**src/hdl/xlf_pkg.sv**
```systemverilog
// Types, character codes and helpers shared by the sample line formatter.
`timescale 1ns / 1ps

package xlf_pkg;

    localparam int AXIS_W     = 10;
    localparam int LINE_BYTES = 16;

    localparam logic [7:0] CH_ZERO  = 8'd48;
    localparam logic [7:0] CH_MINUS = 8'h2D;
    localparam logic [7:0] CH_COMMA = 8'h2C;
    localparam logic [7:0] CH_LF    = 8'h0A;
    localparam logic [7:0] CH_CR    = 8'h0D;

    // Largest magnitude that still fits in three digits
    localparam logic [AXIS_W-1:0] MAX_MAG = 10'd999;

    // Reciprocal multipliers: n*41 >> 12 == n/100 for n < 1000,
    // r*103 >> 10 == r/10 for r < 100
    localparam logic [5:0] HUND_MUL = 6'd41;
    localparam logic [6:0] TENS_MUL = 7'd103;

    // Text of one axis: up to four characters, first one in the low byte
    typedef struct packed {
        logic [31:0] text;
        logic [2:0]  len;
    } field_t;

    // Load enables of the per-axis stages
    typedef struct packed {
        logic en1;
        logic en2;
        logic en3;
    } axis_ctrl_t;

    // Pack sign and decimal digits into left-aligned text without leading zeros
    function automatic field_t axis_field(input logic neg, input logic [3:0] hund,
                                          input logic [3:0] tens, input logic [3:0] units);
        field_t     f;
        logic [2:0] n;
        f.text = '0;
        n      = '0;
        if (neg) begin
            f.text[7:0] = CH_MINUS;
            n = 3'd1;
        end
        if (hund != 4'd0) begin
            f.text[{n[1:0], 3'b000} +: 8] = CH_ZERO + {4'd0, hund};
            n = n + 3'd1;
        end
        if ((hund != 4'd0) || (tens != 4'd0)) begin
            f.text[{n[1:0], 3'b000} +: 8] = CH_ZERO + {4'd0, tens};
            n = n + 3'd1;
        end
        f.text[{n[1:0], 3'b000} +: 8] = CH_ZERO + {4'd0, units};
        f.len = n + 3'd1;
        return f;
    endfunction

endpackage

```
**src/hdl/xlf_axis.sv**
```systemverilog
// Three-stage decimal conversion of one axis: magnitude, hundreds, tens and units.
`timescale 1ns / 1ps

module xlf_axis (
    input  logic                            clk,
    input  xlf_pkg::axis_ctrl_t             ctrl,
    input  logic signed [xlf_pkg::AXIS_W-1:0] axis_raw,
    output xlf_pkg::field_t                 field
);
    import xlf_pkg::*;

    logic              neg1_reg, neg1_next;
    logic [AXIS_W-1:0] mag_reg, mag_next;
    logic              neg2_reg, neg2_next;
    logic [3:0]        hund_reg, hund_next;
    logic [6:0]        rem_reg, rem_next;
    field_t            field_reg, field_next;

    logic [AXIS_W-1:0] abs_val;
    logic [15:0]       hund_prod;
    logic [AXIS_W-1:0] hund_part;
    logic [13:0]       tens_prod;
    logic [3:0]        tens_dig;
    logic [6:0]        tens_part;
    logic [6:0]        units_diff;

    // Stage 1: sign and saturated magnitude
    always_comb
    begin
        neg1_next = axis_raw[AXIS_W-1];
        abs_val   = neg1_next ? (~axis_raw + 1'b1) : axis_raw;
        mag_next  = (abs_val > MAX_MAG) ? MAX_MAG : abs_val;
    end

    // Stage 2: hundreds digit by reciprocal multiply, keep the remainder
    always_comb
    begin
        neg2_next = neg1_reg;
        hund_prod = {6'd0, mag_reg} * {10'd0, HUND_MUL};
        hund_next = hund_prod[15:12];
        hund_part = {6'd0, hund_next} * 10'd100;
        rem_next  = 7'(mag_reg - hund_part);
    end

    // Stage 3: tens and units, then build the text
    always_comb
    begin
        tens_prod  = {7'd0, rem_reg} * {7'd0, TENS_MUL};
        tens_dig   = tens_prod[13:10];
        tens_part  = {3'd0, tens_dig} * 7'd10;
        units_diff = rem_reg - tens_part;
        field_next = axis_field(neg2_reg, hund_reg, tens_dig, units_diff[3:0]);
    end

    // Advance each stage when its load enable is high
    always_ff @(posedge clk)
    begin
        if (ctrl.en1)
        begin
            neg1_reg <= neg1_next;
            mag_reg  <= mag_next;
        end
        if (ctrl.en2)
        begin
            neg2_reg <= neg2_next;
            hund_reg <= hund_next;
            rem_reg  <= rem_next;
        end
        if (ctrl.en3)
        begin
            field_reg <= field_next;
        end
    end

    assign field = field_reg;

endmodule

```
**src/hdl/xlf_join.sv**
```systemverilog
// Joins the x and y texts with their commas and carries the z text along.
`timescale 1ns / 1ps

module xlf_join (
    input  logic            clk,
    input  logic            en,
    input  xlf_pkg::field_t x_field,
    input  xlf_pkg::field_t y_field,
    input  xlf_pkg::field_t z_field,
    output logic [79:0]     head_text,
    output logic [3:0]      head_len,
    output xlf_pkg::field_t tail_field
);
    import xlf_pkg::*;

    logic [79:0] head_reg, head_next;
    logic [3:0]  len_reg, len_next;
    field_t      z_reg;

    logic [3:0]  pos_y;
    logic [3:0]  pos_c2;

    // Place x, comma, y, comma at running byte offsets
    always_comb
    begin
        pos_y     = {1'b0, x_field.len} + 4'd1;
        pos_c2    = pos_y + {1'b0, y_field.len};
        len_next  = pos_c2 + 4'd1;
        head_next = {48'd0, x_field.text}
                  | ({72'd0, CH_COMMA} << {x_field.len, 3'b000})
                  | ({48'd0, y_field.text} << {pos_y, 3'b000})
                  | ({72'd0, CH_COMMA} << {pos_c2, 3'b000});
    end

    // Hold the joined head until the next load
    always_ff @(posedge clk)
    begin
        if (en)
        begin
            head_reg <= head_next;
            len_reg  <= len_next;
            z_reg    <= z_field;
        end
    end

    assign head_text  = head_reg;
    assign head_len   = len_reg;
    assign tail_field = z_reg;

endmodule

```
**src/hdl/xlf_serial.sv**
```systemverilog
// Completes the line with z, LF and CR and shifts it out a byte a cycle unless stalled.
`timescale 1ns / 1ps

module xlf_serial (
    input  logic            clk,
    input  logic            rst_n,
    input  logic            line_valid,
    input  logic [79:0]     head_text,
    input  logic [3:0]      head_len,
    input  xlf_pkg::field_t tail_field,
    output logic            can_load,
    output logic            text_valid,
    input  logic            text_stall,
    output logic [7:0]      text_byte,
    output logic            line_end
);
    import xlf_pkg::*;

    logic [LINE_BYTES*8-1:0] buf_reg, buf_next;
    logic [4:0]              cnt_reg, cnt_next;

    logic [47:0]             tail_text;
    logic [LINE_BYTES*8-1:0] line_text;
    logic [4:0]              line_len;
    logic                    take;
    logic                    load;

    // Append z and the line ending behind the head
    always_comb
    begin
        tail_text = {16'd0, tail_field.text}
                  | ({40'd0, CH_LF} << {tail_field.len, 3'b000})
                  | ({40'd0, CH_CR} << {tail_field.len + 3'd1, 3'b000});
        line_text = {48'd0, head_text} | ({80'd0, tail_text} << {head_len, 3'b000});
        line_len  = {1'b0, head_len} + {2'b00, tail_field.len} + 5'd2;
    end

    // Load a new line when empty or as the last byte leaves, else shift on each transaction
    always_comb
    begin
        take     = (cnt_reg != 5'd0) && !text_stall;
        can_load = (cnt_reg == 5'd0) || ((cnt_reg == 5'd1) && take);
        load     = can_load && line_valid;
        buf_next = buf_reg;
        cnt_next = cnt_reg;
        if (load)
        begin
            buf_next = line_text;
            cnt_next = line_len;
        end
        else if (take)
        begin
            buf_next = buf_reg >> 8;
            cnt_next = cnt_reg - 5'd1;
        end
    end

    always_ff @(posedge clk or negedge rst_n)
    begin
        if (!rst_n)
        begin
            cnt_reg <= '0;
        end
        else
        begin
            cnt_reg <= cnt_next;
        end
    end

    always_ff @(posedge clk)
    begin
        buf_reg <= buf_next;
    end

    assign text_valid = (cnt_reg != 5'd0);
    assign text_byte  = buf_reg[7:0];
    assign line_end   = (cnt_reg == 5'd1);

endmodule

```
**src/hdl/xyz_sample_ascii_line_formatter.sv**
```systemverilog
// Top level of the three-axis sample to ASCII text line formatter.
//
// Each accepted sample (x, y, z) leaves as one text line, one byte per
// transaction: "x,y,z" in decimal without leading zeros, '-' before negative
// values, then newline and carriage return, with line_end high on the carriage
// return. Values are saturated to -999..999. A line is 7 to 16 bytes long and
// the output port moves one byte per cycle while text_stall is low, so that
// byte-wide port sets the sustained rate; the pipeline ahead of it (three
// conversion stages, one join stage, the shift buffer) takes a new sample
// every cycle while it has room. A sample passes the conversion stages and
// the join stage before its line is loaded into the shift buffer and its
// first byte is on the output. No state carries from one line to the next.
`timescale 1ns / 1ps

module xyz_sample_ascii_line_formatter (
    input  logic                              clk,
    input  logic                              rst_n,
    input  logic                              sample_valid,
    output logic                              sample_stall,
    input  logic signed [xlf_pkg::AXIS_W-1:0] axis_x,
    input  logic signed [xlf_pkg::AXIS_W-1:0] axis_y,
    input  logic signed [xlf_pkg::AXIS_W-1:0] axis_z,
    output logic                              text_valid,
    input  logic                              text_stall,
    output logic [7:0]                        text_byte,
    output logic                              line_end
);
    import xlf_pkg::*;

    logic       v1_reg, v2_reg, v3_reg, v4_reg;
    logic       v1_next, v2_next, v3_next, v4_next;
    logic       en4;
    logic       can_load;
    axis_ctrl_t ctrl;

    field_t      x_field, y_field, z_field, tail_field;
    logic [79:0] head_text;
    logic [3:0]  head_len;

    // Stage enables: a stage loads when empty or when its content moves on
    always_comb
    begin
        en4      = !v4_reg || can_load;
        ctrl.en3 = !v3_reg || en4;
        ctrl.en2 = !v2_reg || ctrl.en3;
        ctrl.en1 = !v1_reg || ctrl.en2;
        sample_stall = !ctrl.en1;
        v1_next = ctrl.en1 ? sample_valid : v1_reg;
        v2_next = ctrl.en2 ? v1_reg : v2_reg;
        v3_next = ctrl.en3 ? v2_reg : v3_reg;
        v4_next = en4 ? v3_reg : v4_reg;
    end

    // Advance valid bits with the data
    always_ff @(posedge clk or negedge rst_n)
    begin
        if (!rst_n)
        begin
            v1_reg <= 1'b0;
            v2_reg <= 1'b0;
            v3_reg <= 1'b0;
            v4_reg <= 1'b0;
        end
        else
        begin
            v1_reg <= v1_next;
            v2_reg <= v2_next;
            v3_reg <= v3_next;
            v4_reg <= v4_next;
        end
    end

    xlf_axis u_axis_x (
        .clk      (clk),
        .ctrl     (ctrl),
        .axis_raw (axis_x),
        .field    (x_field)
    );

    xlf_axis u_axis_y (
        .clk      (clk),
        .ctrl     (ctrl),
        .axis_raw (axis_y),
        .field    (y_field)
    );

    xlf_axis u_axis_z (
        .clk      (clk),
        .ctrl     (ctrl),
        .axis_raw (axis_z),
        .field    (z_field)
    );

    xlf_join u_join (
        .clk        (clk),
        .en         (en4),
        .x_field    (x_field),
        .y_field    (y_field),
        .z_field    (z_field),
        .head_text  (head_text),
        .head_len   (head_len),
        .tail_field (tail_field)
    );

    xlf_serial u_serial (
        .clk        (clk),
        .rst_n      (rst_n),
        .line_valid (v4_reg),
        .head_text  (head_text),
        .head_len   (head_len),
        .tail_field (tail_field),
        .can_load   (can_load),
        .text_valid (text_valid),
        .text_stall (text_stall),
        .text_byte  (text_byte),
        .line_end   (line_end)
    );

endmodule

```
**config.mk**
```make
export PLATFORM = sky130hd
export DESIGN_NAME = xyz_sample_ascii_line_formatter
export DESIGN_NICKNAME = d
export VERILOG_FILES = /design/src/hdl/xlf_pkg.sv /design/src/hdl/xlf_axis.sv /design/src/hdl/xlf_join.sv /design/src/hdl/xlf_serial.sv /design/src/hdl/xyz_sample_ascii_line_formatter.sv
export SDC_FILE = /design/constraint.sdc
export NUM_CORES = 1
export LEC_CHECK = 0
export ABC_AREA = 1
export BUFFER_PORTS_ARGS = -buffer_cell sky130_fd_sc_hd__buf_2
export CAP_MARGIN = 5
export CORE_UTILIZATION = 65
export CTS_CLUSTER_DIAMETER = 200
export DETAILED_ROUTE_END_ITERATION = 10
export MAX_ROUTING_LAYER = met4
export PLACE_DENSITY = 0.82
export SYNTH_ARGS = -nofsm -noshare
export SYNTH_HDL_FRONTEND = slang
export SYNTH_HIERARCHICAL = 1
export SYNTH_SLANG_ARGS = --single-unit
export TNS_END_PERCENT = 30
```
**constraint.sdc**
```tcl
create_clock -name clk -period 14.2 [get_ports clk]
set_clock_uncertainty 0.2 [all_clocks]
set_input_delay 0.71 -clock clk [delete_from_list [all_inputs] [get_ports clk]]
set_output_delay 0.71 -clock clk [all_outputs]
set_load 0.03 [all_outputs]
```
==> results.toml <==
[clock_network]
cts_resized = 0
cts_buffers = 44
h-tree-depth = 2
cts.clk_slew.worst_paths_ns = 0.05
clk_path_buf_depth = 3
numClockSinks = 394
clk_latency_ns = 0.57
cts_tree = "built"
cts-root-buf = "clkbuf_16"

[die]
start_util_pct = 66.4
dieArea_mm2 = 0.0428
die_y_um = 207
fp.dieW_um = 207
coreArea_mm2 = 0.0411
row_count = 74
design.portCount = 45

[place]
dp.cells = 3532
io_buffers = 44
hpwl_um = 47800
place.gp.congestion = 0.974

[status]
status = "finished with violations"
failed_checks = "design-rule violations"

[logic_synthesis]
synthSimpleGateAreaFrac_pct = 22.0
synth_area_leaders = "edfxtp_1, ha_1, nand2_1"
synth_compound_area_share_pct = 8.54
synth_top_family_by_area = "simple AND/OR/NAND/NOR gates"
synth_xor_xnor_area_share_pct = 1.54
yosysTopAreaCellShare_pct = 42.3
synth_cell_types = 52
synth_cells = 3065
synthAdderAreaFrac_pct = 16.0
syn_area_per_cell_um2 = 8.91
ys_seq_elements = 394
yosysWarnings = 6
synth_area_leader_cell = "edfxtp_1"
syn_area_mm2 = 0.0273
ys_seq_area_share_pct = 43.2
muxShareOfSynthArea_pct = 0

[worst_hold_path]
min_to = "v1_reg$_DFFE_PN0P_"
worstHoldPathType = "primary input to flip-flop"
worstHoldPathCells = 3
worstHoldStart = "sample_valid"

[sta]
fin_tns_setup_ns = 0
hold_viol_final = 0
finalSetupViolations = 0
worst_pin_slew_ns = 0.971
maxSlewHeadroom_pct = 35.3
drv_slew = 0
max_freq_ghz = 0.164
period_needed_ns = 6.08
rsz0062_at_grt = "false"
min_period_over_period_pct = 42.8

[cells_and_area]
multiInputGateArea_mm2 = 0.0132
largest_reg_flops = 128
finish.net_count = 3402
regArea_mm2 = 0.0118
instances_no_fill = 3614
drive_gt1_share_pct = 7.63
syn_to_final_growth_pct = 6.31
n_fill_cell = 3115

[global_route]
use_met3_pct = 3.69
met1_usage_pct = 42.0
grtUsageMet2_pct = 51.9
gr-max-usage-layer = "met2"
grt_pass1_wl_um = 105000
antenna_found_initial = 0
grt_max_degree = 76
grt_usage_pct = 32.3
first_global_vias = 20498
grt.overflow.total = 0

[detailed_routing]
ant_nets = 0
wirelength_um = 65800
drt-vias-per-instance = 5.92
avgRoutedWirePerCell_um = 18.2
drtIter0Drc = 2210
num_vias = 21409
drc = 4
drt_pass1_iterations = 11

[worst_setup_path]
r2r_slack_ns = 8.12
startpoint_type = "flip-flop"
cp_data_arrival_time_ns = 6.27
reg2reg_depth = 22
rr_startpoint = "u_axis_z/rem_reg[0]$_DFFE_PP_"
critPathCaptureType = "flip-flop"
crit_required_ns = 14.39
crit_type = "flip-flop to flip-flop"
crit_fanout = 8
crit-reg2reg-capture = "u_axis_z/field[20]$_DFFE_PP_"

[job]
cap_violations = 0
-- synthesized netlist by cell type, drive strengths merged --
cell,number
a211oi,2
nand3,271
edfxtp,385
o32ai,9
xor2,36
dfrtp,9
o21ai,146
xnor2,12
nor2,283
o21bai,17
a21oi,128
nand3b,8
nor4,16
o211ai,26
buf,113
clkinv,3
a22oi,3
o22ai,19
nor3,22
clkbuf,33
ha,274
inv,396
a21o,7
fa,47
and2,3
nand2,703
o21a,5
nand4,38
a31oi,20
a22o,14
or2,14
conb,3
-- critical path, stage by stage (launching register included) --
cell	delay, ns
edfxtp_1	0.52
ha_1	0.29
inv_1	0.09
fa_1	0.53
inv_1	0.05
fa_1	0.48
ha_1	0.31
ha_1	0.33
a21oi_1	0.20
nor2_1	0.06
nor2_1	0.17
nand3_1	0.12
nand2_2	0.13
nand3_2	0.13
nor2_8	0.22
inv_4	0.06
fa_1	0.63
inv_1	0.17
ha_1	0.35
inv_1	0.08
nor4_1	0.44
inv_1	0.12
o32ai_1	0.23
-- per-layer routing --
layer / vias up / part of all wire, %
met2: 979 / 48
met4: 0 / 3.6
met3: 180 / 7.8
met5: - / 0
li1: 10235 / -
met1: 10015 / 41
-- cells in the final DEF, fill, tap and decap left out, types with 13 or more instances in the layout --
master	n
a21oi_1	121
a22o_1	14
o21ai_1	16
a31oi_1	20
o21bai_1	17
nand4_1	37
xor2_1	36
nor2_1	264
clkbuf_16	45
conb_1	24
o22ai_1	19
buf_2	44
nand2_1	673
inv_1	382
nand2_2	22
nand3_1	260
ha_1	274
o21ai_0	120
fa_1	47
nor3_1	22
o211ai_1	26
or2_2	13
nor4_1	14
edfxtp_1	385
buf_4	16
-- through the flow --
| step | instance area (um2) | hold slack [ns] | setup slack [ns] | utilization (%) |
|---|---|---|---|---|
| final | 29000 | 0.152 | 8.12 | 70.6 |
| after global routing | 29000 | 0.137 | 7.76 | 70.6 |
| after CTS | 29000 | 0.125 | 8.16 | 70.6 |
| after detailed placement | 27500 | 0.205 | 8.17 | 67.0 |
| after global placement | 27500 | 0.205 | 8.37 | 67.0 |
| after floorplan | 27400 | 0.200 | 8.76 | - |
-- kinds of logic after synthesis --
kind of cell             count (synthesis)
AO/OA/AOI/OAI                          396
XOR/XNOR                                48
adder cells (fa/ha/maj)                321
buffers and inverters                  545
flip-flops                             394
other                                    3
AND/OR/NAND/NOR                       1358
-- worst max path at each step --
stage	slack [ns]	cells past startpoint	end	from
after CTS	8.16	22	u_axis_z/field[20]$_DFFE_PP_	u_axis_z/rem_reg[0]$_DFFE_PP_
after floorplan	8.76	22	u_axis_z/field[20]$_DFFE_PP_	u_axis_z/rem_reg[2]$_DFFE_PP_
after detailed placement	8.17	22	u_axis_z/field[20]$_DFFE_PP_	u_axis_z/rem_reg[0]$_DFFE_PP_
after global placement	8.37	22	u_axis_z/field[20]$_DFFE_PP_	u_axis_z/rem_reg[0]$_DFFE_PP_
final	8.12	22	u_axis_z/field[20]$_DFFE_PP_	u_axis_z/rem_reg[0]$_DFFE_PP_
after global routing	7.76	22	u_axis_z/field[20]$_DFFE_PP_	u_axis_z/rem_reg[0]$_DFFE_PP_
-- cell type report --
| type | instances | share of cell area [%] |
|---|---|---|
| multi-input cells | 2147 | 45.6 |
| flip-flops and latches | 394 | 40.6 |
| inverters | 399 | 5.19 |
| clock buffers | 51 | 3.96 |
| well taps | 532 | 2.29 |
| repair buffers | 61 | 1.21 |
| clock inverters | 29 | 1.13 |
| diodes | 1 | 0.00862 |
-- timing repair --
item | in CTS | in global routing
hold endpoints to repair | 9 | 0
setup endpoints to repair | 0 | 0
hold buffers | 1 | 0
setup buffers | 0 | 0
Power is not shown: default switching activity piles up to over one toggle a cycle in this logic, so the estimate is an artifact.
